**src/hw/rtl/i2cbs_pkg.sv**
```systemverilog
// Package for the I2C master bit sequencer: payload structs, microcode word
// format, the microcode program table and the command entry table.
// No dependencies.
`default_nettype none

package i2cbs_pkg;

    localparam int BYTE_BITS = 8;
    localparam int BIT_CNT_W = $clog2(BYTE_BITS);
    localparam int PC_W      = 5;

    typedef enum logic [2:0] {
        REQ_START    = 3'd0,
        REQ_STOP     = 3'd1,
        REQ_WRITE    = 3'd2,
        REQ_READ     = 3'd3,
        REQ_SEND_ACK = 3'd4,
        REQ_READ_ACK = 3'd5
    } req_t;

    typedef struct packed {
        logic [2:0]           req_type;
        logic [BYTE_BITS-1:0] send_data;
        logic [BYTE_BITS-1:0] slave_data;
    } cmd_item_t;

    typedef struct packed {
        logic                 scl_level;
        logic                 sda_level;
        logic                 sample_phase;
        logic [BYTE_BITS-1:0] read_value;
        logic                 last_phase;
    } phase_item_t;

    typedef enum logic [1:0] {
        SCL_KEEP,
        SCL_LO,
        SCL_HI
    } scl_op_t;

    typedef enum logic [2:0] {
        SDA_KEEP,
        SDA_LO,
        SDA_HI,
        SDA_DATA,
        SDA_ACK
    } sda_op_t;

    typedef enum logic [1:0] {
        CAP_NONE,
        CAP_BIT,
        CAP_ACK
    } cap_op_t;

    typedef struct packed {
        scl_op_t         scl_op;
        sda_op_t         sda_op;
        logic            sample;
        cap_op_t         cap;
        logic            shift_tx;
        logic            loop;
        logic            done;
        logic [PC_W-1:0] target;
    } ucode_t;

    typedef struct packed {
        logic   step;
        logic   last;
        ucode_t word;
    } seq_ctl_t;

    localparam logic [PC_W-1:0] ENTRY_START    = PC_W'(0);
    localparam logic [PC_W-1:0] ENTRY_STOP     = PC_W'(4);
    localparam logic [PC_W-1:0] ENTRY_WRITE    = PC_W'(7);
    localparam logic [PC_W-1:0] ENTRY_READ     = PC_W'(10);
    localparam logic [PC_W-1:0] ENTRY_SEND_ACK = PC_W'(14);
    localparam logic [PC_W-1:0] ENTRY_READ_ACK = PC_W'(17);
    localparam logic [PC_W-1:0] WRITE_LOOP     = PC_W'(7);
    localparam logic [PC_W-1:0] READ_LOOP      = PC_W'(11);

    function automatic ucode_t uc(scl_op_t scl, sda_op_t sda, logic smp, cap_op_t cap,
                                  logic shf, logic lp, logic dn, logic [PC_W-1:0] tgt);
        ucode_t w;
        w.scl_op   = scl;
        w.sda_op   = sda;
        w.sample   = smp;
        w.cap      = cap;
        w.shift_tx = shf;
        w.loop     = lp;
        w.done     = dn;
        w.target   = tgt;
        return w;
    endfunction

    function automatic ucode_t ucode_rom(logic [PC_W-1:0] pc);
        ucode_t w;
        unique case (pc)
            PC_W'(0):  w = uc(SCL_KEEP, SDA_HI,   1'b0, CAP_NONE, 1'b0, 1'b0, 1'b0, '0);
            PC_W'(1):  w = uc(SCL_HI,   SDA_KEEP, 1'b0, CAP_NONE, 1'b0, 1'b0, 1'b0, '0);
            PC_W'(2):  w = uc(SCL_KEEP, SDA_LO,   1'b0, CAP_NONE, 1'b0, 1'b0, 1'b0, '0);
            PC_W'(3):  w = uc(SCL_LO,   SDA_KEEP, 1'b0, CAP_NONE, 1'b0, 1'b0, 1'b1, '0);
            PC_W'(4):  w = uc(SCL_KEEP, SDA_LO,   1'b0, CAP_NONE, 1'b0, 1'b0, 1'b0, '0);
            PC_W'(5):  w = uc(SCL_HI,   SDA_KEEP, 1'b0, CAP_NONE, 1'b0, 1'b0, 1'b0, '0);
            PC_W'(6):  w = uc(SCL_KEEP, SDA_HI,   1'b0, CAP_NONE, 1'b0, 1'b0, 1'b1, '0);
            PC_W'(7):  w = uc(SCL_KEEP, SDA_DATA, 1'b0, CAP_NONE, 1'b1, 1'b0, 1'b0, '0);
            PC_W'(8):  w = uc(SCL_HI,   SDA_KEEP, 1'b0, CAP_NONE, 1'b0, 1'b0, 1'b0, '0);
            PC_W'(9):  w = uc(SCL_LO,   SDA_KEEP, 1'b0, CAP_NONE, 1'b0, 1'b1, 1'b1,
                              WRITE_LOOP);
            PC_W'(10): w = uc(SCL_KEEP, SDA_HI,   1'b0, CAP_NONE, 1'b0, 1'b0, 1'b0, '0);
            PC_W'(11): w = uc(SCL_HI,   SDA_KEEP, 1'b0, CAP_NONE, 1'b0, 1'b0, 1'b0, '0);
            PC_W'(12): w = uc(SCL_KEEP, SDA_KEEP, 1'b1, CAP_BIT,  1'b0, 1'b0, 1'b0, '0);
            PC_W'(13): w = uc(SCL_LO,   SDA_KEEP, 1'b0, CAP_NONE, 1'b0, 1'b1, 1'b1,
                              READ_LOOP);
            PC_W'(14): w = uc(SCL_KEEP, SDA_ACK,  1'b0, CAP_NONE, 1'b0, 1'b0, 1'b0, '0);
            PC_W'(15): w = uc(SCL_HI,   SDA_KEEP, 1'b0, CAP_NONE, 1'b0, 1'b0, 1'b0, '0);
            PC_W'(16): w = uc(SCL_LO,   SDA_KEEP, 1'b0, CAP_NONE, 1'b0, 1'b0, 1'b1, '0);
            PC_W'(17): w = uc(SCL_KEEP, SDA_HI,   1'b0, CAP_NONE, 1'b0, 1'b0, 1'b0, '0);
            PC_W'(18): w = uc(SCL_HI,   SDA_KEEP, 1'b0, CAP_NONE, 1'b0, 1'b0, 1'b0, '0);
            PC_W'(19): w = uc(SCL_KEEP, SDA_KEEP, 1'b1, CAP_ACK,  1'b0, 1'b0, 1'b0, '0);
            PC_W'(20): w = uc(SCL_LO,   SDA_KEEP, 1'b0, CAP_NONE, 1'b0, 1'b0, 1'b1, '0);
            default:   w = uc(SCL_KEEP, SDA_KEEP, 1'b0, CAP_NONE, 1'b0, 1'b0, 1'b1, '0);
        endcase
        return w;
    endfunction

    function automatic logic req_valid(logic [2:0] req);
        logic v;
        unique case (req)
            REQ_START, REQ_STOP, REQ_WRITE, REQ_READ, REQ_SEND_ACK, REQ_READ_ACK: v = 1'b1;
            default: v = 1'b0;
        endcase
        return v;
    endfunction

    function automatic logic [PC_W-1:0] entry_addr(logic [2:0] req);
        logic [PC_W-1:0] a;
        unique case (req)
            REQ_START:    a = ENTRY_START;
            REQ_STOP:     a = ENTRY_STOP;
            REQ_WRITE:    a = ENTRY_WRITE;
            REQ_READ:     a = ENTRY_READ;
            REQ_SEND_ACK: a = ENTRY_SEND_ACK;
            REQ_READ_ACK: a = ENTRY_READ_ACK;
            default:      a = ENTRY_START;
        endcase
        return a;
    endfunction

endpackage

`default_nettype wire

```
**src/hw/rtl/i2cbs_sequencer.sv**
```systemverilog
// Microcode sequencer: step counter, bit loop counter and program table lookup.
// Depends on i2cbs_pkg.
`default_nettype none

module i2cbs_sequencer (
    input  wire logic                      clk,
    input  wire logic                      rst_n,
    input  wire logic                      launch,
    input  wire logic [2:0]                req_type,
    input  wire logic                      advance,
    output logic                           busy,
    output i2cbs_pkg::seq_ctl_t            ctl
);

    logic                               busy_reg, busy_next;
    logic [i2cbs_pkg::PC_W-1:0]         pc_reg, pc_next;
    logic [i2cbs_pkg::BIT_CNT_W-1:0]    bit_reg, bit_next;
    i2cbs_pkg::ucode_t                  word;
    logic                               bits_left;
    logic                               take_jump;
    logic                               step;

    assign word      = i2cbs_pkg::ucode_rom(pc_reg);
    assign bits_left = (bit_reg != i2cbs_pkg::BIT_CNT_W'(i2cbs_pkg::BYTE_BITS - 1));
    assign take_jump = word.loop && bits_left;
    assign step      = busy_reg && advance;

    always_comb
    begin
        busy_next = busy_reg;
        pc_next   = pc_reg;
        bit_next  = bit_reg;
        if (launch)
        begin
            busy_next = 1'b1;
            pc_next   = i2cbs_pkg::entry_addr(req_type);
            bit_next  = '0;
        end
        else if (step)
        begin
            priority if (take_jump)
            begin
                pc_next  = word.target;
                bit_next = bit_reg + 1'b1;
            end
            else if (word.done)
            begin
                busy_next = 1'b0;
            end
            else
            begin
                pc_next = pc_reg + 1'b1;
            end
        end
    end

    always_ff @(posedge clk or negedge rst_n)
    begin
        if (!rst_n)
        begin
            busy_reg <= 1'b0;
            pc_reg   <= '0;
            bit_reg  <= '0;
        end
        else
        begin
            busy_reg <= busy_next;
            pc_reg   <= pc_next;
            bit_reg  <= bit_next;
        end
    end

    assign busy      = busy_reg;
    assign ctl.step  = step;
    assign ctl.last  = word.done && !take_jump;
    assign ctl.word  = word;

endmodule

`default_nettype wire

```
**src/hw/rtl/i2cbs_datapath.sv**
```systemverilog
// Line datapath: SCL and SDA state, byte shift registers, read assembly and
// the phase output register. Depends on i2cbs_pkg.
`default_nettype none

module i2cbs_datapath (
    input  wire logic                                clk,
    input  wire logic                                rst_n,
    input  wire logic                                launch,
    input  wire logic [i2cbs_pkg::BYTE_BITS-1:0]     send_data,
    input  wire logic [i2cbs_pkg::BYTE_BITS-1:0]     slave_data,
    input  wire i2cbs_pkg::seq_ctl_t                 ctl,
    input  wire logic                                phase_ready,
    output logic                                     phase_valid,
    output i2cbs_pkg::phase_item_t                   phase
);

    localparam int BW = i2cbs_pkg::BYTE_BITS;

    logic                  scl_reg, scl_next;
    logic                  sda_reg, sda_next;
    logic [BW-1:0]         tx_reg, tx_next;
    logic [BW-1:0]         rx_reg, rx_next;
    logic [BW-1:0]         rv_reg, rv_next;
    logic                  out_valid_reg, out_valid_next;
    i2cbs_pkg::phase_item_t out_reg, out_next;

    always_comb
    begin
        scl_next = scl_reg;
        unique case (ctl.word.scl_op)
            i2cbs_pkg::SCL_LO:   scl_next = 1'b0;
            i2cbs_pkg::SCL_HI:   scl_next = 1'b1;
            default:             scl_next = scl_reg;
        endcase

        sda_next = sda_reg;
        unique case (ctl.word.sda_op)
            i2cbs_pkg::SDA_LO:   sda_next = 1'b0;
            i2cbs_pkg::SDA_HI:   sda_next = 1'b1;
            i2cbs_pkg::SDA_DATA: sda_next = tx_reg[BW-1];
            i2cbs_pkg::SDA_ACK:  sda_next = tx_reg[0];
            default:             sda_next = sda_reg;
        endcase

        tx_next = ctl.word.shift_tx ? {tx_reg[BW-2:0], 1'b0} : tx_reg;

        rx_next = rx_reg;
        rv_next = rv_reg;
        unique case (ctl.word.cap)
            i2cbs_pkg::CAP_BIT:
            begin
                rv_next = {rv_reg[BW-2:0], rx_reg[BW-1]};
                rx_next = {rx_reg[BW-2:0], 1'b0};
            end
            i2cbs_pkg::CAP_ACK:  rv_next = {{(BW-1){1'b0}}, rx_reg[0]};
            default:
            begin
                rv_next = rv_reg;
            end
        endcase

        out_next.scl_level    = scl_next;
        out_next.sda_level    = sda_next;
        out_next.sample_phase = ctl.word.sample;
        out_next.read_value   = ctl.last ? rv_next : '0;
        out_next.last_phase   = ctl.last;

        out_valid_next = out_valid_reg;
        if (ctl.step)
        begin
            out_valid_next = 1'b1;
        end
        else if (phase_ready)
        begin
            out_valid_next = 1'b0;
        end
    end

    always_ff @(posedge clk or negedge rst_n)
    begin
        if (!rst_n)
        begin
            scl_reg       <= 1'b1;
            sda_reg       <= 1'b1;
            out_valid_reg <= 1'b0;
        end
        else
        begin
            out_valid_reg <= out_valid_next;
            if (ctl.step)
            begin
                scl_reg <= scl_next;
                sda_reg <= sda_next;
            end
        end
    end

    always_ff @(posedge clk)
    begin
        if (launch)
        begin
            tx_reg <= send_data;
            rx_reg <= slave_data;
            rv_reg <= '0;
        end
        else if (ctl.step)
        begin
            tx_reg <= tx_next;
            rx_reg <= rx_next;
            rv_reg <= rv_next;
        end
        if (ctl.step)
        begin
            out_reg <= out_next;
        end
    end

    assign phase_valid = out_valid_reg;
    assign phase       = out_reg;

endmodule

`default_nettype wire

```
**src/hw/rtl/i2c_master_bit_sequencer_core.sv**
```systemverilog
// I2C master bit sequencer top level: command channel in, line phase channel
// out. Depends on i2cbs_pkg, i2cbs_sequencer and i2cbs_datapath.
//
// The cmd channel takes one bus command per transfer (start, stop, write
// byte, read byte, send ack, read ack) together with the byte to send and
// the slave's SDA levels for the sample phases. The phase channel returns
// one transfer per line phase: SCL and SDA levels, a sample mark, and on the
// last phase of a command the byte or ack bit read.
// A command runs a short microcode program, one control word per phase, so
// a command of 3 to 25 phases passes through the program counter and then
// the phase output register and emits one phase each cycle while the phase
// channel does not stall; the next command is taken once the program has
// run its last phase. Codes 6 and 7 are taken and dropped without any phase.
// A stall on phase_ready holds the output register and freezes the program
// until the waiting phase is taken. cmd_ready is low while a program runs.
// Reset clears the program state, empties the output register and leaves
// both line levels released high.
`default_nettype none

module i2c_master_bit_sequencer_core (
    input  wire logic                    clk,
    input  wire logic                    rst_n,
    input  wire logic                    cmd_valid,
    output logic                         cmd_ready,
    input  wire i2cbs_pkg::cmd_item_t    cmd,
    output logic                         phase_valid,
    input  wire logic                    phase_ready,
    output i2cbs_pkg::phase_item_t       phase
);

    logic                busy;
    logic                launch;
    logic                advance;
    i2cbs_pkg::seq_ctl_t ctl;

    assign cmd_ready = !busy;
    assign launch    = cmd_valid && cmd_ready && i2cbs_pkg::req_valid(cmd.req_type);
    assign advance   = !phase_valid || phase_ready;

    i2cbs_sequencer u_seq (
        .clk      (clk),
        .rst_n    (rst_n),
        .launch   (launch),
        .req_type (cmd.req_type),
        .advance  (advance),
        .busy     (busy),
        .ctl      (ctl)
    );

    i2cbs_datapath u_dp (
        .clk         (clk),
        .rst_n       (rst_n),
        .launch      (launch),
        .send_data   (cmd.send_data),
        .slave_data  (cmd.slave_data),
        .ctl         (ctl),
        .phase_ready (phase_ready),
        .phase_valid (phase_valid),
        .phase       (phase)
    );

    a_launch_busy: assert property (@(posedge clk) disable iff (!rst_n)
        cmd_valid && cmd_ready && i2cbs_pkg::req_valid(cmd.req_type) |=> !cmd_ready)
        else $error("command taken but program did not start");

    a_mid_run_busy: assert property (@(posedge clk) disable iff (!rst_n)
        phase_valid && !phase.last_phase |-> !cmd_ready)
        else $error("program ended before its last phase");

    a_read_value_zero: assert property (@(posedge clk) disable iff (!rst_n)
        phase_valid && !phase.last_phase |-> phase.read_value == '0)
        else $error("read value shown before the last phase");

    a_sample_released: assert property (@(posedge clk) disable iff (!rst_n)
        phase_valid && phase.sample_phase |-> phase.sda_level && phase.scl_level)
        else $error("sample phase without released SDA and high SCL");

endmodule

`default_nettype wire

```
**config.mk**
```make
export PLATFORM = sky130hd
export DESIGN_NAME = i2c_master_bit_sequencer_core
export DESIGN_NICKNAME = d
export VERILOG_FILES = /design/src/hw/rtl/i2cbs_pkg.sv /design/src/hw/rtl/i2cbs_sequencer.sv /design/src/hw/rtl/i2cbs_datapath.sv /design/src/hw/rtl/i2c_master_bit_sequencer_core.sv
export SDC_FILE = /design/constraint.sdc
export NUM_CORES = 1
export LEC_CHECK = 0
export CORE_UTILIZATION = 40
export DETAILED_ROUTE_END_ITERATION = 12
export DONT_BUFFER_PORTS = 1
export PLACE_DENSITY = 0.51
export SLEW_MARGIN = 20
export SYNTH_ARGS = -nofsm -noshare
export SYNTH_HDL_FRONTEND = slang
export SYNTH_SLANG_ARGS = --single-unit
```
**constraint.sdc**
```tcl
create_clock -name clk -period 3.22 [get_ports clk]
set_input_delay 0.805 -clock clk [delete_from_list [all_inputs] [get_ports clk]]
set_output_delay 0.805 -clock clk [all_outputs]
set_load 0.05 [all_outputs]
```
==> results, run 1 <==
- The later pin in the worst-skew pair is clocked with a latency of approximately 0.30 ns.
- The critical-path maximum fanout is 18.
- The basic-gate share of the synthesized area counting and, or, nand and nor cells is 22.57%.
- After Yosys synthesis, full adders, half adders and majority gates account for 6.006% of the synthesized area.
- The most frequently used flop master after synthesis is sky130_fd_sc_hd__edfxtp_1.
- The clock buffer count from CTS is 5.
- For this run, design rule violations remaining after detail routing come to 0.
- The number of search-and-repair iterations in the first detailed-routing pass is 4.
- Row generation in the floorplan step produced 28 rows.
- The post-layout worst setup margin is 0.7117 ns.
- The worst hold path class is in -> async.
- The worst setup path is captured at a flop.
- The total leakage power is 1.062 nW.
- The register with the most flip-flops in the layout has 12 of them.
- Once detailed placement completed, the half-perimeter wirelength came to ~3500 um.
- The detail route stage leaves a number of antenna-violating nets equal to 0.
- The final critical path takes up 77.90% of the cycle.
- The DRC violation total after the first TritonRoute iteration is 67.
- The number of global-route vias before repair was between 1500 and 2000.
- Summed over all failing endpoints, the final setup total negative slack is 0 ns.
- CTS placed an instance of sky130_fd_sc_hd__clkbuf_8 at the clock tree root.
- The per-cell routed wire length is ~15 um.
- The net count of the finished layout is 290.
- Yosys mapped the design onto 46 distinct sky130hd cell types.
- The first global-routing pass estimated 8293 um of wire.
- The max-cap check violation count is 0.
- The buffers inserted during post-CTS setup optimization is 0.
- The number of cells on the worst reg-to-reg path is 6.
- The area enclosed by the die boundary is 6570 um2.
- For this run, the total global-route usage over all layers was measured as approximately 17%.
- The worst register-to-register path begins at u_seq.pc_reg[2].
- The required time of the worst setup path is 3.40 ns.
- The number of nets handed over by synthesis was 292.
- The critical path is of the reg -> reg type.
- The synthesized area per cell is 9.727 um2.
- The max-slew violation total from the final report is 0.
- The most critical setup path has its startpoint at u_seq.pc_reg[2].
- The share of synthesized registers carrying an async set or reset is 25.00%.
- Counting flops and latches in the post-synthesis netlist gives 48.
- The mapped netlist covers 2500 um2.
- TritonCTS built the clock tree.
- The power density normalized to cell area is between 900 and 1000 nW/um2.
- Of the total synthesized cell area, the portion taken by XOR and XNOR cells is 0%.
- The Yosys step of the flow raised 0 warnings.
- The startpoint class of the critical path is a flop.
- The maximum clock frequency is 0.3987 GHz.
- OpenSTA, run right after detailed placement, puts the worst setup slack at 0.7197 ns.
- The congestion estimate from routability-driven global placement came to around 0.77.
- The detailed router placed approximately 1800 vias in this run.
- The setup slack of the most critical reg-to-reg path is 0.71 ns.
- Setup violations remaining at the end of the flow were counted as 0.
- The critical path endpoint is u_seq.pc_reg[3].
- The flow ran to the end, and the final reports show no timing, DRC or antenna violations.
- The ratio of routed vias to standard cells is 5.363.
- The number of sinks handled by clock tree synthesis is 48.
- The core area is 5991 um2.
- The share of the synthesized area in compound gates (AO/OA/AOI/OAI) is a little over an eighth.
- The number of hold violations in the final report was 0.
- No sink is reached through more buffers than the 2 on the longest clock path.
- In the synthesized netlist, the number of instances is between 200 and 300.
- Buffers placed on the I/O ports in this run total 0.
- The layout filler cell count is 591.
- The aggregate routed wire length is 4922 um.
- The arrival time reported for the critical path endpoint is roughly 2.7 ns.
- Setup repair after global routing left no endpoint under its margin.
- The total power draw is 2.411 mW.
- The cts-stage hold buffer count is 0.
- IR analysis of the VDD net gives a maximum drop of 0.4678 mV.
- Measured along the x axis, the die boundary spans around 81 um.
- The count of instances resized after the clock tree is built is 0.
- The number of I/O pins is 37.
- The number of antenna diodes in the final layout is 0.
- Of the post-synthesis cell area, the part taken by muxes is 2.603%.
- Cells with a size suffix above 1 make up 7.422% of the layout.
- The worst register-to-register path ends at u_seq.pc_reg[3].
- In this run the tightest slew margin relative to its limit is 66.16%.
- The number of H-tree branching levels is 2.
- By area, the combinational part of the netlist is dominated by simple AND/OR/NAND/NOR gates.
- The final clock skew is 0.004410 ns.
- After synthesis, flip-flops and latches occupy 52.15% of the total area.
- Entering global routing, the biggest net connects 20 pins.
- The floorplan die height is roughly 80 um.
- After clock tree synthesis, the clock-pin slew on the worst setup and hold paths is 0.08 ns.
- For the pin with the worst max-slew slack, the measured transition is 0.5070 ns.
- The layout overhead on the synthesized area is 6.006%.
- The initial utilization of the core area, before any placement, comes to 41.73%.
- The number of antenna violations at the first check in global routing is 0.
- The count of flip-flops with a built-in enable after synthesis is 28.
- The total overflow left after global routing is 0.
- The post-route minimum period is 2.508 ns.
-- cells in the mapped netlist, types with 7 or more instances --
| master | instances | area share [%] |
|---|---|---|
| sky130_fd_sc_hd__nor2_1 | 7 | 1.1 |
| sky130_fd_sc_hd__nor3_1 | 7 | 1.4 |
| sky130_fd_sc_hd__a22o_1 | 8 | 2.8 |
| sky130_fd_sc_hd__o21ai_0 | 7 | 1.4 |
| sky130_fd_sc_hd__inv_1 | 7 | 1.1 |
| sky130_fd_sc_hd__ha_1 | 12 | 6.0 |
| sky130_fd_sc_hd__a21oi_1 | 16 | 3.2 |
| sky130_fd_sc_hd__nand2_1 | 63 | 9.5 |
| sky130_fd_sc_hd__dfxtp_1 | 8 | 6.4 |
| sky130_fd_sc_hd__nand3_1 | 19 | 3.8 |
| sky130_fd_sc_hd__buf_2 | 7 | 1.4 |
| sky130_fd_sc_hd__edfxtp_1 | 28 | 34 |
| sky130_fd_sc_hd__dfrtp_1 | 10 | 10 |
-- final cells by class --
| cell class | instances | area (um2) | area share, % |
|---|---|---|---|
| Clock buffer | 6 | 72.57 | 2.738 |
| Inverter | 8 | 30.03 | 1.133 |
| Timing Repair Buffer | 4 | 30.03 | 1.133 |
| Sequential cell | 48 | 1304 | 49.20 |
| Multi-Input combinational cell | 188 | 1109 | 41.83 |
| Clock inverter | 2 | 11.26 | 0.4249 |
| Tap cell | 75 | 93.84 | 3.541 |
-- placed cells by master, fill, tap and decap left out, types with 3 or more instances in the layout --
| master | instances |
|---|---|
| sky130_fd_sc_hd__and3_1 | 3 |
| sky130_fd_sc_hd__nor3_1 | 7 |
| sky130_fd_sc_hd__nand2b_1 | 4 |
| sky130_fd_sc_hd__a21oi_1 | 16 |
| sky130_fd_sc_hd__a22o_1 | 8 |
| sky130_fd_sc_hd__dfxtp_1 | 8 |
| sky130_fd_sc_hd__nand2_1 | 63 |
| sky130_fd_sc_hd__ha_1 | 12 |
| sky130_fd_sc_hd__and2_1 | 4 |
| sky130_fd_sc_hd__nand3_1 | 19 |
| sky130_fd_sc_hd__edfxtp_1 | 28 |
| sky130_fd_sc_hd__clkbuf_8 | 5 |
| sky130_fd_sc_hd__buf_4 | 4 |
| sky130_fd_sc_hd__nor2b_1 | 4 |
| sky130_fd_sc_hd__mux2_2 | 3 |
| sky130_fd_sc_hd__o21ai_0 | 7 |
| sky130_fd_sc_hd__inv_1 | 7 |
| sky130_fd_sc_hd__dfrtp_1 | 10 |
| sky130_fd_sc_hd__nor2_1 | 7 |
-- routing by layer --
| metal | track usage [%] | vias up | wire length, um |
|---|---|---|---|
| met1 | 23.67 | 824 | 2467 |
| li1 | - | 906 | - |
| met3 | 4.494 | 5 | 227 |
| met4 | 5.357 | 0 | 55 |
| met2 | 25.04 | 40 | 2172 |
| met5 | 0 | - | 0 |
-- critical path: stages, from the launching register on --
cell                        delay [ns]
sky130_fd_sc_hd__dfrtp_1          0.65
sky130_fd_sc_hd__inv_1            0.13
sky130_fd_sc_hd__ha_1             0.23
sky130_fd_sc_hd__a2111oi_0        0.35
sky130_fd_sc_hd__a221o_1          0.45
sky130_fd_sc_hd__nand2_2          0.21
sky130_fd_sc_hd__a311o_1          0.38
-- report_power, final --
group          internal, mW  total (mW)  switching, mW
clock network         0.151       0.347          0.196
logic                 0.310       0.854          0.543
registers             0.875        1.21          0.335
total                  1.34        2.41           1.07
-- worst min path at each step --
stage / cells past startpoint / startpoint / endpoint
detailed placement: 1 / u_dp.rv_reg[7] / u_dp.rv_reg[7]
global placement: 1 / u_dp.rv_reg[7] / u_dp.rv_reg[7]
CTS: 0 / rst_n / u_dp.phase_valid
floorplan: 1 / u_dp.rv_reg[7] / u_dp.rv_reg[7]
finish: 0 / rst_n / u_seq.bit_reg[0]
global route: 0 / rst_n / u_dp.phase_valid
-- logic make-up after synthesis --
kind of cell	Yosys count
AO/OA/AOI/OAI	49
adder cells (fa/ha/maj)	12
buffers and inverters	21
flip-flops	48
multiplexers	6
AND/OR/NAND/NOR	121
-- per-stage QoR --
step	cells	utilization [%]	cell area [um2]	hold WS, ns
floorplan	257	-	2500	0.4418
global placement	323	42.84	2566	0.4837
detailed placement	323	42.84	2566	0.4810
CTS	331	44.24	2650	0.1789
global route	331	44.24	2650	0.1664
finish	331	44.24	2650	0.1934
No activity file was read; power rests on OpenSTA's default activity.
==> run 2, diff against run 1 <==
- PLACE_DENSITY: 0.51 -> 0.53
- clock period: 3.22 -> 2.28 ns (I/O delays scaled with it)
==> results, run 2 (synthesis results as in run 1) <==
- The remaining number of nets flagged by the antenna check after routing was 0 (unchanged).
- The count of nets after finishing is 306 (+5.5%).
- The max-slew headroom at the worst pin is 63.84% (-2.3 points).
- The commonest non-fill, non-tap cell in the layout is sky130_fd_sc_hd__nand2_1.
- The global-route total usage across every layer is 16.76% (-0.088 points).
- The max-slew violation total from the final report is 0 (unchanged).
- The global-route wire length before repair is 8252 um (-0.49%).
- The worst hold path class is in -> async.
- The number of global-route vias before repair is 1670 (+0.060%).
- The die span in x is 81.06 um (unchanged).
- The area enclosed by the die boundary came to 6570 um2 (unchanged).
- The number of search-and-repair iterations in the first detailed-routing pass is 4 (unchanged).
- The number of flip-flops under the largest register name is 12 (unchanged).
- The transition time at the pin with the least slew margin came to 0.5417 ns (+0.03470 ns).
- The via count is 1837 (+3.5%).
- The worst hold margin is 0.1004 ns (-0.09302 ns).
- TritonCTS built the clock tree.
- The final number of setup-violating endpoints came to 0 (unchanged).
- The clock buffer count from CTS is 5 (unchanged).
- The total global routing overflow came to 0 (unchanged).
- The number of rows created at floorplan is 28 (unchanged).
- The number of hold violations in the final report is 0 (unchanged).
- The worst vdd rail ir drop is 0.7153 mV (+53%).
- The arrival time reported for the critical path endpoint was 2.40 ns (-0.29 ns).
- The final estimated routing congestion in global placement is 0.8152 (+6.5%).
- The startpoint class of the critical path is a flop.
- The required time of the worst setup path is 2.51 ns (-0.89 ns).
- The critical path is of the reg -> reg type.
- The number of H-tree branching levels came to 2 (unchanged).
- The floorplan die height came to 81.06 um (unchanged).
- The aggregate routed wire length is 5180 um (+5.2%).
- The total leakage power came to 1.156 nW (+8.9%).
- The clock insertion delay at the later pin of the skew report came to 0.30 ns (about the same).
- The initial core utilization is 41.73% (unchanged).
- The total inserted antenna cells is 0 (unchanged).
- The maximum clock frequency is 0.4616 GHz (+16%).
- The type of element capturing the critical path is a flop.
- The fraction of layout instances using a drive strength above 1 was 13.97% (+6.5 points).
- The cell sitting at the root of the clock tree is a sky130_fd_sc_hd__clkbuf_8.
- The number of buffers added on ports is 0 (unchanged).
- The core area is 5991 um2 (unchanged).
- The critical-path maximum fanout is 4 (-14).
- The setup TNS after final layout was 0 ns (unchanged).
- The maximum number of pins on one net before global-route repair came to 20 (unchanged).
- The run finished with clean final reports.
- The number of antenna violations at the first check in global routing was 0 (unchanged).
- The final worst-path cycle share is 95.01% (+17 points).
- The max-cap check violation count is 0 (unchanged).
- The number of sinks handled by clock tree synthesis was 48 (unchanged).
- The detailed-route DRC error count came to 0 (unchanged).
- The number of I/O pins is 37 (unchanged).
- The clock-pin slew of the registers on the worst-case setup and hold paths is 0.09 ns (about the same).
- The total half-perimeter wirelength after legalization and detailed placement is 3641 um (+3.1%).
- The ratio of routed vias to standard cells is 5.294 (-1.3%).
- The area growth from synthesis to layout is 12.51%.
- The per-cell routed wire length is 14.93 um (+0.39%).
- The total power draw came to 3.723 mW (+54%).
- The power density normalized to cell area was 1324 nW/um2 (+46%).
- The final clock skew is 0.005639 ns (+0.001229 ns).
- The DRC violation total after the first TritonRoute iteration came to 136 (+100%).
- Leaving out fill and tap cells, the most frequent cells in the layout are 63 x sky130_fd_sc_hd__nand2_1, 28 x sky130_fd_sc_hd__edfxtp_1, 19 x sky130_fd_sc_hd__nand3_1, 19 x sky130_fd_sc_hd__buf_4, 16 x sky130_fd_sc_hd__a21oi_1.
- The post-route minimum period was 2.166 ns (-0.3421 ns).
- The deepest clock path buffer count was 2 (unchanged).
run 2: area by class of cell:
type                    instances  area (um2)
clock buffers                   6       93.84
inverters                       8       30.03
multi-input cells             188        1121
flip-flops and latches         48        1304
well taps                      75       93.84
repair buffers                 20       152.6
clock inverters                 2       17.52
fillers                       572        3178
run 2: per-layer routing:
layer,vias to the layer above,share of wire (%),track usage (%)
li1,941,-,-
met1,845,50,23.28
met2,45,44,25.13
met3,6,5.3,4.494
met4,0,1.2,5.536
met5,-,0,0
run 2: path summary, 6_finish.rpt:
check / from / endpoint / slack, ns / depth (start not counted)
worst max-delay path: u_seq.pc_reg[1] / u_dp.scl_reg / 0.11 / 9
worst min-delay path: rst_n / u_dp.sda_reg / 0.10 / 0
worst max register to register: u_seq.pc_reg[1] / u_dp.scl_reg / 0.11 / 9
worst min register to register: u_dp.rv_reg[7] / u_dp.rv_reg[7] / 0.48 / 1
max in group asynchronous: rst_n / u_seq.pc_reg[1] / 1.29 / 1
min in group clk: cmd[5] / u_dp.rx_reg[5] / 0.44 / 2
run 2: worst max-delay path: stages (launching register included):
cell,delay (ns)
sky130_fd_sc_hd__dfrtp_1,0.45
sky130_fd_sc_hd__ha_4,0.19
sky130_fd_sc_hd__ha_1,0.18
sky130_fd_sc_hd__nor2b_1,0.14
sky130_fd_sc_hd__a21oi_1,0.13
sky130_fd_sc_hd__nor2_1,0.05
sky130_fd_sc_hd__a21oi_1,0.14
sky130_fd_sc_hd__ha_1,0.25
sky130_fd_sc_hd__mux2_2,0.28
sky130_fd_sc_hd__mux2_1,0.29
run 2: what timing repair did:
| action | CTS | global route |
|---|---|---|
| setup endpoints to repair | 0 | 1 |
| resized for setup | 0 | 5 |
| hold endpoints to repair | 10 | 0 |
| hold buffers | 1 | 0 |
| buffers inserted | 0 | 3 |
run 2: report_power, final:
group          leakage (nW)  internal (mW)  switching (mW)
Clock                0.0565          0.286           0.297
Sequential            0.478           1.24           0.417
Combinational         0.621          0.596           0.891
Total                  1.16           2.12            1.60
run 2: stage by stage:
| stage | util, % | std cells | cell area, um2 | setup slack (ns) |
|---|---|---|---|---|
| finish | 46.95 | 347 | 2813 | 0.1137 |
| floorplan | - | 257 | 2500 | 0.07405 |
| CTS | 46.37 | 344 | 2778 | 0.04817 |
| global placement | 44.34 | 335 | 2656 | 0.1308 |
| global route | 46.95 | 347 | 2813 | -0.01374 |
| detailed placement | 44.34 | 335 | 2656 | 0.08407 |
